## config.mk

```make
export PLATFORM = sky130hd
export DESIGN_NAME = aligned_column_variant_caller
export DESIGN_NICKNAME = d
export VERILOG_FILES = /design/src/acvc_pkg.sv /design/src/acvc_core.sv /design/src/acvc_outbuf.sv /design/src/aligned_column_variant_caller.sv
export SDC_FILE = /design/constraint.sdc
export NUM_CORES = 1
export LEC_CHECK = 0
export BUFFER_PORTS_ARGS = -buffer_cell sky130_fd_sc_hd__buf_2
export CAP_MARGIN = 20
export CORE_ASPECT_RATIO = 0.5
export CORE_MARGIN = 4
export CORE_UTILIZATION = 30
export DETAILED_ROUTE_END_ITERATION = 16
export PLACE_DENSITY = 0.48
export SYNTH_ARGS = -nofsm -noshare
export SYNTH_HDL_FRONTEND = slang
export SYNTH_SLANG_ARGS = --single-unit
```

## constraint.sdc

```tcl
create_clock -name clk_i -period 13.4 [get_ports clk_i]
set_input_delay 4.02 -clock clk_i [delete_from_list [all_inputs] [get_ports clk_i]]
set_output_delay 4.02 -clock clk_i [all_outputs]
set_load 0.05 [all_outputs]
```

## src/acvc_pkg.sv

```systemverilog
// ----------------------------------------------------------------------------
// acvc_pkg
// Shared types and constants of the aligned column variant caller.
// ----------------------------------------------------------------------------
`default_nettype none

package acvc_pkg;

  // Gap symbol in the alignment
  localparam logic [7:0] GAP_BASE = 8'd45;

  // Row counter stops here
  localparam logic [10:0] ROW_LIMIT = 11'd2047;

  // Register reset values
  localparam logic [15:0] START_POS_RST  = 16'd16534;
  localparam logic [15:0] GENOME_LEN_RST = 16'd16569;
  localparam logic [15:0] GROUP_NUM_RST  = 16'd1;

  // Register word indexes on the config port
  localparam logic [1:0] REG_START_POS  = 2'd0;
  localparam logic [1:0] REG_GENOME_LEN = 2'd1;
  localparam logic [1:0] REG_GROUP_NUM  = 2'd2;

  typedef enum logic [1:0] {
    KIND_SUB = 2'd0,
    KIND_DEL = 2'd1,
    KIND_INS = 2'd2
  } acvc_kind_e;

  typedef struct packed {
    logic [15:0] start_pos;
    logic [15:0] genome_len;
    logic [15:0] group_num;
  } acvc_cfg_t;

  typedef struct packed {
    logic [15:0] ref_position;
    logic [15:0] sub_position;
    acvc_kind_e  change_kind;
    logic [7:0]  from_base;
    logic [7:0]  to_base;
    logic [9:0]  match_count;
    logic [9:0]  group_size;
    logic [15:0] record_group;
  } acvc_rec_t;

endpackage

`default_nettype wire

```

## src/acvc_core.sv

```systemverilog
// ----------------------------------------------------------------------------
// acvc_core
// Column scan state and per-row compare logic; decides whether an item emits.
// ----------------------------------------------------------------------------
`default_nettype none

module acvc_core #(
  parameter int unsigned MAX_MEMBERS = 1023
) (
  input  wire logic              clk_i,
  input  wire logic              rst_ni,
  input  wire acvc_pkg::acvc_cfg_t cfg_i,
  input  wire logic              accept_i,
  input  wire logic [7:0]        base_i,
  input  wire logic              column_end_i,
  input  wire logic              new_scan_i,
  output logic                   emit_o,
  output acvc_pkg::acvc_rec_t    rec_o
);
  import acvc_pkg::*;

  localparam int unsigned CountCap = (MAX_MEMBERS < 1023) ? MAX_MEMBERS : 1023;
  localparam logic [9:0]  CapVal   = 10'(CountCap);
  localparam logic [10:0] CapWide  = 11'(CountCap);

  logic [15:0] pos_q, pos_d, pos_eff;
  logic [15:0] sub_q, sub_d, sub_eff;
  logic [10:0] row_q, row_d, row_eff;
  logic [7:0]  ref_q, ref_d;
  logic [7:0]  ovr_q, ovr_d;
  logic [7:0]  grp_q, grp_d;
  logic [9:0]  match_q, match_d;
  logic [16:0] pos_inc;
  logic [10:0] members_w;
  logic [9:0]  members;
  logic        full_col;
  acvc_kind_e  kind;

  // Scan start overrides the running position
  always_comb begin
    pos_eff = new_scan_i ? cfg_i.start_pos : pos_q;
    sub_eff = new_scan_i ? 16'd0 : sub_q;
    row_eff = new_scan_i ? 11'd0 : row_q;
  end

  // Capture the three header rows and count matching members
  always_comb begin
    ref_d   = ref_q;
    ovr_d   = ovr_q;
    grp_d   = grp_q;
    match_d = match_q;
    priority if (row_eff == 11'd0) begin
      ref_d = base_i;
    end else if (row_eff == 11'd1) begin
      ovr_d = base_i;
    end else if (row_eff == 11'd2) begin
      grp_d   = base_i;
      match_d = 10'd0;
    end else if (base_i == grp_q && match_q < CapVal) begin
      match_d = match_q + 10'd1;
    end
  end

  // Advance the row on each item; move position and subposition at the column end
  always_comb begin
    pos_inc  = {1'b0, pos_eff} + 17'd1;
    full_col = column_end_i && (row_eff >= 11'd2);
    pos_d    = pos_eff;
    sub_d    = sub_eff;
    if (!column_end_i) begin
      row_d = (row_eff < ROW_LIMIT) ? row_eff + 11'd1 : ROW_LIMIT;
    end else begin
      row_d = 11'd0;
    end
    if (full_col) begin
      if (ref_d != GAP_BASE) begin
        pos_d = (pos_inc > {1'b0, cfg_i.genome_len}) ? 16'd1 : pos_inc[15:0];
        sub_d = 16'd0;
      end else if (ovr_d != GAP_BASE || grp_d != GAP_BASE) begin
        sub_d = (sub_eff != 16'hFFFF) ? sub_eff + 16'd1 : sub_eff;
      end
    end
  end

  // Build the record
  always_comb begin
    members_w = row_eff - 11'd2;
    members   = (members_w > CapWide) ? CapVal : members_w[9:0];
    priority if (ovr_d == GAP_BASE) begin
      kind = KIND_INS;
    end else if (grp_d == GAP_BASE) begin
      kind = KIND_DEL;
    end else begin
      kind = KIND_SUB;
    end
    emit_o = full_col && (ovr_d != grp_d) && (pos_d != cfg_i.start_pos);
    rec_o.ref_position = pos_d;
    rec_o.sub_position = sub_d;
    rec_o.change_kind  = kind;
    rec_o.from_base    = ovr_d;
    rec_o.to_base      = grp_d;
    rec_o.match_count  = match_d;
    rec_o.group_size   = members;
    rec_o.record_group = cfg_i.group_num;
  end

  // Commit state on every accepted item
  always_ff @(posedge clk_i or negedge rst_ni) begin
    if (!rst_ni) begin
      pos_q   <= START_POS_RST;
      sub_q   <= 16'd0;
      row_q   <= 11'd0;
      ref_q   <= 8'd0;
      ovr_q   <= 8'd0;
      grp_q   <= 8'd0;
      match_q <= 10'd0;
    end else if (accept_i) begin
      pos_q   <= pos_d;
      sub_q   <= sub_d;
      row_q   <= row_d;
      ref_q   <= ref_d;
      ovr_q   <= ovr_d;
      grp_q   <= grp_d;
      match_q <= match_d;
    end
  end

endmodule

`default_nettype wire

```

## src/acvc_outbuf.sv

```systemverilog
// ----------------------------------------------------------------------------
// acvc_outbuf
// Output register with one skid entry; the input side stalls only when
// the skid entry is occupied.
// ----------------------------------------------------------------------------
`default_nettype none

module acvc_outbuf (
  input  wire logic                clk_i,
  input  wire logic                rst_ni,
  input  wire logic                push_i,
  input  wire acvc_pkg::acvc_rec_t rec_i,
  output logic                     full_o,
  output logic                     out_valid_o,
  input  wire logic                out_stall_i,
  output acvc_pkg::acvc_rec_t      rec_o
);
  import acvc_pkg::*;

  logic      main_vld_q, main_vld_d;
  logic      skid_vld_q, skid_vld_d;
  acvc_rec_t main_q, main_d;
  acvc_rec_t skid_q, skid_d;
  logic      pop;

  assign pop         = main_vld_q && !out_stall_i;
  assign full_o      = skid_vld_q;
  assign out_valid_o = main_vld_q;
  assign rec_o       = main_q;

  // Move items between skid, main register and output
  always_comb begin
    main_vld_d = main_vld_q;
    skid_vld_d = skid_vld_q;
    main_d     = main_q;
    skid_d     = skid_q;
    if (skid_vld_q) begin
      if (pop) begin
        main_d     = skid_q;
        skid_vld_d = 1'b0;
      end
    end else if (push_i) begin
      if (!main_vld_q || pop) begin
        main_d     = rec_i;
        main_vld_d = 1'b1;
      end else begin
        skid_d     = rec_i;
        skid_vld_d = 1'b1;
      end
    end else if (pop) begin
      main_vld_d = 1'b0;
    end
  end

  always_ff @(posedge clk_i or negedge rst_ni) begin
    if (!rst_ni) begin
      main_vld_q <= 1'b0;
      skid_vld_q <= 1'b0;
    end else begin
      main_vld_q <= main_vld_d;
      skid_vld_q <= skid_vld_d;
    end
  end

  // Payload holds no reset
  always_ff @(posedge clk_i) begin
    main_q <= main_d;
    skid_q <= skid_d;
  end

endmodule

`default_nettype wire

```

## src/aligned_column_variant_caller.sv

```systemverilog
// ----------------------------------------------------------------------------
// aligned_column_variant_caller
// Takes one base of an aligned column per item (reference row, overall
// consensus, group consensus, then members) and issues at most one
// difference record per column. An item is taken every clock cycle unless
// the input stalls; its record is registered in a two-entry output buffer,
// and the input stalls only when both buffer entries are full.
// Registers on the APB port: 0x0 start position, 0x4 genome length,
// 0x8 group number.
// ----------------------------------------------------------------------------
`default_nettype none

module aligned_column_variant_caller #(
  parameter int unsigned MAX_MEMBERS = 1023
) (
  input  wire logic        clk_i,
  input  wire logic        rst_ni,
  // Config port
  input  wire logic        psel,
  input  wire logic        penable,
  input  wire logic        pwrite,
  input  wire logic [3:0]  paddr,
  input  wire logic [31:0] pwdata,
  output logic [31:0]      prdata,
  output logic             pready,
  // Input items
  input  wire logic        in_valid_i,
  output logic             in_stall_o,
  input  wire logic [7:0]  base_i,
  input  wire logic        column_end_i,
  input  wire logic        new_scan_i,
  // Result items
  output logic             out_valid_o,
  input  wire logic        out_stall_i,
  output logic [15:0]      ref_position_o,
  output logic [15:0]      sub_position_o,
  output logic [1:0]       change_kind_o,
  output logic [7:0]       from_base_o,
  output logic [7:0]       to_base_o,
  output logic [9:0]       match_count_o,
  output logic [9:0]       group_size_o,
  output logic [15:0]      record_group_o
);
  import acvc_pkg::*;

  acvc_cfg_t cfg_q;
  acvc_rec_t core_rec, out_rec;
  logic      cfg_wr;
  logic      accept;
  logic      emit;
  logic      buf_full;

  // Register file
  assign pready = 1'b1;
  assign cfg_wr = psel && penable && pwrite && pready;

  always_ff @(posedge clk_i or negedge rst_ni) begin
    if (!rst_ni) begin
      cfg_q.start_pos  <= START_POS_RST;
      cfg_q.genome_len <= GENOME_LEN_RST;
      cfg_q.group_num  <= GROUP_NUM_RST;
    end else if (cfg_wr) begin
      unique case (paddr[3:2])
        REG_START_POS:  cfg_q.start_pos  <= pwdata[15:0];
        REG_GENOME_LEN: cfg_q.genome_len <= pwdata[15:0];
        REG_GROUP_NUM:  cfg_q.group_num  <= pwdata[15:0];
        default: ;
      endcase
    end
  end

  always_comb begin
    unique case (paddr[3:2])
      REG_START_POS:  prdata = {16'd0, cfg_q.start_pos};
      REG_GENOME_LEN: prdata = {16'd0, cfg_q.genome_len};
      REG_GROUP_NUM:  prdata = {16'd0, cfg_q.group_num};
      default:        prdata = 32'd0;
    endcase
  end

  // Handshake
  assign in_stall_o = buf_full;
  assign accept     = in_valid_i && !buf_full;

  acvc_core #(
    .MAX_MEMBERS(MAX_MEMBERS)
  ) u_core (
    .clk_i        (clk_i),
    .rst_ni       (rst_ni),
    .cfg_i        (cfg_q),
    .accept_i     (accept),
    .base_i       (base_i),
    .column_end_i (column_end_i),
    .new_scan_i   (new_scan_i),
    .emit_o       (emit),
    .rec_o        (core_rec)
  );

  acvc_outbuf u_outbuf (
    .clk_i       (clk_i),
    .rst_ni      (rst_ni),
    .push_i      (accept && emit),
    .rec_i       (core_rec),
    .full_o      (buf_full),
    .out_valid_o (out_valid_o),
    .out_stall_i (out_stall_i),
    .rec_o       (out_rec)
  );

  // Drive result fields
  assign ref_position_o = out_rec.ref_position;
  assign sub_position_o = out_rec.sub_position;
  assign change_kind_o  = out_rec.change_kind;
  assign from_base_o    = out_rec.from_base;
  assign to_base_o      = out_rec.to_base;
  assign match_count_o  = out_rec.match_count;
  assign group_size_o   = out_rec.group_size;
  assign record_group_o = out_rec.record_group;

endmodule

`default_nettype wire

```

==> out/metrics.csv, run 1 <==
metric,value,unit
CP most frequent cell,buf_4,
Yosys warning count,0,
power density over the cells,140,nW/um2
Netlist cell types,96,
Final Wtd Congestion,0.874,
Syn Inst Count,1457,
via count,11300,
crit-path cells,buf_2 -> buf_4 -> nand3_1 -> a222oi_1 -> buf_4 -> nand2_1 -> o311a_1 -> or2_2 -> ha_1 -> a21o_1 -> a2111oi_0 -> a31oi_2 -> or4_1 -> o2111a_1 -> nand4_1 -> nor4_4 -> a21oi_4 -> buf_4,
minimum clock period,10.24,ns
endpoints failing setup,0,
cell taking the most area after synthesis,edfxtp_1,
Synth Register Bits,299,
Final Max Slew Viols,0,
Synth Flop Type,edfxtp_1,
H-tree levels,1,
Post-CTS Setup Bufs,0,
largest net degree at the start of global routing,90,
worst vdd ir,62.3,uV
synthesized area,15900,um2
element type at the critical path start,input pin,
post-synthesis xor/xnor area fraction,3.30,%
"CP delay by family, top",compound AO/OA/AOI/OAI gates,
initial antenna violation count,1,
WP data arrival,10.47,ns
"Req. time, crit path",13.64,ns
RSZ-0062 raised after global routing,no,
post-cts sizing count,0,
Total GRT Usage,14.6,%
Post-Synth Simple-Gate Area,14.0,%
Top Ports,174,
switch share,31.5,%
Tcrit/Tclk final,76.4,%
mux contribution to synthesized area,10.7,%
Slowest Stage Delay on Critical Path,0.66,ns
endpoints failing hold,0,
Hold Path Class,reg2reg,
Async SR Flop Fraction,42.5,%
slowest cell on the critical path,a2111oi_0,
Synth Area in Adders,1.96,%
drt wl/cell,18.4,um
Clock transition at path regs,0.06,ns
Layout Utilization,34.9,%
Post-DRT Antenna Nets,0,
Comb pwr share,20.8,%
HPWL after detailed placement,29000,um
row cnt,59,
CTS Buf Count,31,
Fin Setup TNS,0,ns
Clock Path Buffers,3,
CP max FO,64,
top-area cell type share of the netlist area,32.4,%
average size of a mapped cell,10.9,um2
Setup Skew,0.0137,ns
Die X,334,um
number of I/O port buffers,138,
Layout Nets,1637,
Die Ht,171,um
"top cells by area, synth","edfxtp_1, dfrtp_1, mux2_2",
CTS tree,done,
vias per inst,4.93,
register area share after synthesis,52.5,%
GR Overflow Total,0,
sequential share of power,45.3,%
max_cap viols,0,
post-synthesis compound-gate area fraction,13.0,%
Post-Route WL,42000,um
Pre-antenna DRT Iters,5,
Psw,804,uW
crit path kind,in2reg,
die footprint,57100,um2
outcome,completed,
Post-CTS Hold Fix Bufs,0,
Root Buffer,clkbuf_16,
CP Capture Type,register,
vias in the first global route,11100,
CP Buf/Inv Count,4,
achievable frequency,97.7,MHz
"EDFF count, synth",172,
Pint,1.75,mW
LEAKAGE,7.01,nW
Worst-Margin Slew,0.947,ns
Remaining DRCs,0,
first-pass GRT wire length,66600,um
share of layout cells above drive strength 1,24.4,%
"Clk Latency, worst-skew pair",0.58,ns
DRT iter0 DRCs,707,
Core Area,52300,um2
P&R area growth vs syn,14.6,%
Slew Limit Headroom,36.7,%
main combinational cell family by area after synthesis,simple AND/OR/NAND/NOR gates,
clock sinks,299,
Starting Density,30.5,%
clock network power share,33.9,%
-- path summary, 6_finish.rpt --
kind                                 startpoint                   to  slack [ns]  cells past startpoint
worst min-delay path            u_core.sub_q[1]      u_core.sub_q[1]        0.48                      2
worst min register to register  u_core.sub_q[1]      u_core.sub_q[1]        0.48                      2
min in group asynchronous                rst_ni             cfg_q[3]        3.39                      1
worst max register to register  u_core.pos_q[2]  u_outbuf.skid_q[46]        6.89                     16
max in group asynchronous                rst_ni      u_outbuf.full_o        8.91                      2
worst max-delay path                 new_scan_i  u_outbuf.skid_q[46]        3.16                     18
-- flip-flops by register name, summed over array words and instances (netlist names) --
register / cells
u_outbuf.rec_o: 86
u_core.match_q: 10
u_outbuf.out_valid_o: 1
cfg_q: 48
u_core.row_q: 11
u_outbuf.full_o: 1
u_core.sub_q: 16
u_core.ref_q: 8
u_outbuf.skid_q: 86
u_core.pos_q: 16
u_core.ovr_q: 8
u_core.grp_q: 8
-- synthesized netlist by cell type, drive strengths merged, types with 7 or more instances --
master  number
a21oi       46
clkbuf      56
dfrtp      110
nor2b       18
nor3        30
a22o         7
nand3       41
o211ai       7
mux2       121
o22ai       10
dfstp       17
a31oi       19
ha          25
nand4       18
buf         45
xor2        32
inv         62
nor2        65
xnor2       28
mux2i       32
edfxtp     172
nor4        11
nand2      199
o21ai      133
and3        12
o31ai       26
-- final cells by class --
cell class / instances / area, um2
clock inverters: 16 / 149
flip-flops and latches: 299 / 8370
clock buffers: 41 / 853
repair buffers: 155 / 833
fillers: 5324 / 34000
inverters: 62 / 233
well taps: 701 / 877
diodes: 1 / 2.50
multi-input cells: 1010 / 6940
-- worst reg2reg max path, cell delays in order (launching register included) --
cell and delay [ns]:
dfstp_2 0.62, nand4b_1 0.22, a222oi_1 0.39, buf_4 0.26
nand2_1 0.11, o311a_1 0.44, or2_2 0.33, ha_1 0.30
a21o_1 0.18, a2111oi_0 0.66, a31oi_2 0.49, or4_1 0.64
o2111a_1 0.27, nand4_1 0.15, nor4_4 0.09, a21oi_4 0.58
buf_4 0.45
-- stage by stage --
step / total power, mW / instance area [um2] / std cells / worst slack [ns] / hold WS [ns]
after floorplan: 1.54 / 16000 / 1472 / 0.319 / 0.444
after global placement: 1.71 / 17300 / 2227 / 2.59 / 0.462
after detailed placement: 1.71 / 17300 / 2227 / 2.53 / 0.469
after CTS: 2.59 / 18300 / 2284 / 3.18 / 0.484
after global routing: 2.69 / 18300 / 2284 / 2.81 / 0.509
final: 2.55 / 18300 / 2285 / 3.16 / 0.483
-- logic make-up (layout without fill, tap and decap cells) --
group | Yosys count | count (layout)
DFF | 299 | 299
other | 2 | 18
and+or+nand+nor | 441 | 441
buffers and inverters | 163 | 274
xor gates and xnor gates | 60 | 60
muxes | 153 | 153
adders and majority gates | 25 | 25
AOI/OAI and AO/OA | 314 | 314
-- power groups by stage --
| stage | registers [mW] | clock network, mW | logic, mW |
|---|---|---|---|
| floorplan | 1.15 | 0 | 0.395 |
| detailed placement | 1.17 | 0 | 0.536 |
| finish | 1.16 | 0.866 | 0.532 |
| global placement | 1.17 | 0 | 0.533 |
| CTS | 1.15 | 0.896 | 0.538 |
| global route | 1.17 | 0.936 | 0.592 |
-- placed cells by master, fill, tap and decap left out, types with 8 or more instances in the layout --
cell       instances
dfrtp_1          109
edfxtp_1         172
mux2i_1           31
nand4_1           16
nor2_1            63
buf_2            137
a21oi_1           45
o31ai_1           25
ha_1              25
nand2_1          198
and3_1            12
nor2b_1           17
clkbuf_16         31
inv_1             62
conb_1            17
o21ai_0          127
dfstp_2           17
nor3_1            24
nand3_1           39
buf_4             17
o22ai_1           10
mux2_2           117
a31oi_1           16
clkinv_2           8
xnor2_1           28
xor2_1            32
-- layer usage --
layer  global-route usage, %  routed length [um]
met1                    20.8               20500
met2                    23.5               19100
met3                    2.45                1570
met4                    2.86                 762
met5                       0                   7
Note: power is estimated with default switching activity, not from simulation.
==> run 2: changes to the inputs <==
- ABC_AREA: default -> 1
- PLACE_DENSITY: 0.48 -> 0.5
- clock period: 13.4 -> 8.3 ns (I/O delays scaled with it)
==> run 2 against run 1 <==
Effect of this change:
- via count up 2.5%
- sequential cell count did not move
- critical path type unchanged
- hold slack worse by 0.0063 ns
- area after synthesis is 4.2% lower
- largest power group unchanged
- highest routed layer is now met4
- first-iteration DRC count is 12% higher
- register-to-register slack worse by 3.8 ns
- worst setup slack got worse by 1.8 ns
==> out/metrics.csv, run 2 <==
metric,value,unit,change
Pre-antenna DRT Iters,5,,unchanged
Yosys warning count,0,,unchanged
register area share after synthesis,54.8,%,was 52.5%
largest net degree at the start of global routing,96,,was 90
"commonest cells after routing, fill and taps aside","nand2_1, inv_1, o21ai_0",,"was nand2_1, edfxtp_1, buf_2"
vias in the first global route,11300,,"was 11,100"
Remaining DRCs,0,,unchanged
"top cells by area, synth","edfxtp_1, dfrtp_1, nand2_1",,"was edfxtp_1, dfrtp_1, mux2_2"
element type at the critical path start,input pin,,unchanged
Slew Limit Headroom,33.1,%,was 36.7%
Layout Nets,1953,,"was 1,637"
reg2reg start,cfg_q[36],,was u_core.pos_q[2]
Final Wtd Congestion,0.864,,was 0.874
slowest cell on the critical path,clkinv_2,,was a2111oi_0
power density over the cells,239,nW/um2,was 140 nW/um2
Netlist cell types,48,,was 96
Die X,327,um,was 334 um
list of most frequent post-synthesis cells,"nand2_1, inv_1, o21ai_0",,"was nand2_1, edfxtp_1, o21ai_0"
average size of a mapped cell,8.71,um2,was 10.9 um2
DRT iter0 DRCs,792,,was 707
hold depth,0,,was 2
initial antenna violation count,1,,unchanged
Slowest Stage Delay on Critical Path,0.42,ns,was 0.66 ns
drt wl/cell,14.9,um,was 18.4 um
HPWL after detailed placement,26800,um,"was 29,000 um"
worst vdd ir,149,uV,was 62.3 uV
crit path kind,in2reg,,unchanged
LEAKAGE,7.74,nW,was 7.01 nW
Root Buffer,clkbuf_16,,unchanged
vias per inst,4.46,,was 4.93
"commonest non-fill, non-tap cell in the layout",nand2_1,,unchanged
Post-CTS Setup Bufs,0,,unchanged
Post-CTS Hold Fix Bufs,0,,unchanged
number of I/O port buffers,138,,unchanged
"EDFF count, synth",172,,unchanged
Final Max Slew Viols,0,,unchanged
"Req. time, crit path",8.60,ns,was 13.64 ns
Synth Register Bits,299,,unchanged
Total GRT Usage,14.1,%,was 14.6%
CTS tree,done,,unchanged
Setup Skew,0.0140,ns,was 0.0137 ns
Starting Density,30.3,%,was 30.5%
Synth Flop Type,edfxtp_1,,unchanged
Syn Inst Count,1753,,"was 1,457"
max_cap viols,0,,unchanged
CP max FO,27,,was 64
CP most frequent cell,nand2_1,,was buf_4
minimum clock period,6.96,ns,
Fin Setup TNS,0,ns,unchanged
hold path endpoint,u_outbuf.skid_q[2],,was u_core.sub_q[1]
Clock transition at path regs,0.07,ns,was 0.06 ns
cell taking the most area after synthesis,edfxtp_1,,unchanged
Layout Utilization,35.1,%,was 34.9%
row cnt,58,,was 59
"Clk Latency, worst-skew pair",0.57,ns,was 0.58 ns
endpoints failing hold,0,,unchanged
Worst-Margin Slew,1.00,ns,was 0.947 ns
achievable frequency,144,MHz,
Async SR Flop Fraction,42.5,%,unchanged
Core Area,50300,um2,"was 52,300 um2"
FILL cells,5196,,"was 5,324"
CTS Buf Count,31,,unchanged
Worst R2R Path Depth,30,,was 16
HP Start,cfg_q[2],,was u_core.sub_q[1]
Post-DRT Antenna Nets,0,,unchanged
worst reg2reg setup slack,3.11,ns,was 6.89 ns
synthesized area,15300,um2,"was 15,900 um2"
r2r endpoint,u_outbuf.skid_q[42],,was u_outbuf.skid_q[46]
Hold Path Class,reg2reg,,unchanged
GR Overflow Total,0,,unchanged
Post-Route WL,38500,um,"was 42,000 um"
WP data arrival,7.26,ns,was 10.47 ns
Clock Path Buffers,3,,unchanged
P&R area growth vs syn,15.6,%,was 14.6%
first-pass GRT wire length,62900,um,"was 66,600 um"
share of layout cells above drive strength 1,14.1,%,was 24.4%
post-cts sizing count,0,,unchanged
die footprint,54800,um2,"was 57,100 um2"
RSZ-0062 raised after global routing,no,,unchanged
Tcrit/Tclk final,83.8,%,
most frequent cell after synthesis,nand2_1,,unchanged
top-area cell type share of the netlist area,33.8,%,was 32.4%
hold slack,0.476,ns,was 0.483 ns
endpoints failing setup,0,,unchanged
Top Ports,174,,unchanged
via count,11600,,"was 11,300"
clock sinks,299,,unchanged
outcome,completed,,unchanged
H-tree levels,1,,unchanged
CP Capture Type,register,,unchanged
Die Ht,167,um,was 171 um
## run 2: cell types whose count changed in the layout (fill, tap and decap cells not counted), moves of 31 or more
cell,previous run,this run
nand2_1,198,485
o21ai_0,127,177
mux2i_1,31,0
mux2_2,117,0
nand3_1,39,84
inv_1,62,242
o21ai_1,4,44
## run 2: metrics by stage
step	power [mW]	setup WS (ns)	std cells	instance area, um2
floorplan	2.63	0.264	1768	15300
global placement	2.89	0.691	2532	16700
detailed placement	2.90	0.739	2532	16700
CTS	4.29	1.32	2589	17600
global route	4.50	0.649	2590	17600
finish	4.22	1.34	2590	17600
## run 2: kinds of logic (layout without fill, tap and decap cells)
family,count (synthesis),after routing,synth area share (%)
compound gates,291,291,10.4
xor+xnor,35,35,2.01
fa+ha+maj,25,25,2.05
buf+inv,333,464,8.98
flops,299,299,54.8
other cells,2,18,0.0492
simple gates,768,768,21.7
## run 2: worst max-delay path by stage
stage,from,slack (ns),endpoint,cells after the start
4_1_cts,new_scan_i,1.32,u_outbuf.skid_q[42],32
2_1_floorplan,new_scan_i,0.26,u_outbuf.rec_o[0],35
3_3_place_gp,new_scan_i,0.69,u_outbuf.skid_q[42],31
3_5_place_dp,new_scan_i,0.74,u_outbuf.skid_q[49],31
6_report,new_scan_i,1.34,u_outbuf.skid_q[42],31
5_1_grt,new_scan_i,0.65,u_outbuf.skid_q[47],33
## run 2: routing by layer
layer	part of all wire, %	track usage [%]	vias to the layer above
li1	-	-	5962
met5	0	0	-
met3	3.1	2.09	52
met2	48	24.1	151
met4	2.2	3.32	0
met1	47	19.0	5385
## run 2: area by class of cell
type | count | area [um2] | share of cell area, %
well taps | 690 | 863 | 4.89
flip-flops and latches | 299 | 8370 | 47.4
repair buffers | 157 | 886 | 5.02
diodes | 1 | 2.50 | 0.0142
clock inverters | 14 | 98.8 | 0.560
clock buffers | 43 | 881 | 4.99
inverters | 250 | 945 | 5.35
multi-input cells | 1136 | 5600 | 31.7
## run 2: critical path, delay by kind of cell
kind | cells | cell delay (ns)
AO/OA/AOI/OAI | 1 | 0.34
buffers and inverters | 5 | 1.32
adder cells (fa/ha/maj) | 1 | 0.28
AND/OR/NAND/NOR | 24 | 2.81
## run 2: power by group
| part | internal, mW | leakage [nW] | switching [mW] | total [mW] |
|---|---|---|---|---|
| clock network | 0.768 | 0.481 | 0.596 | 1.36 |
| registers | 1.78 | 3.17 | 0.105 | 1.89 |
| logic | 0.288 | 4.09 | 0.686 | 0.974 |
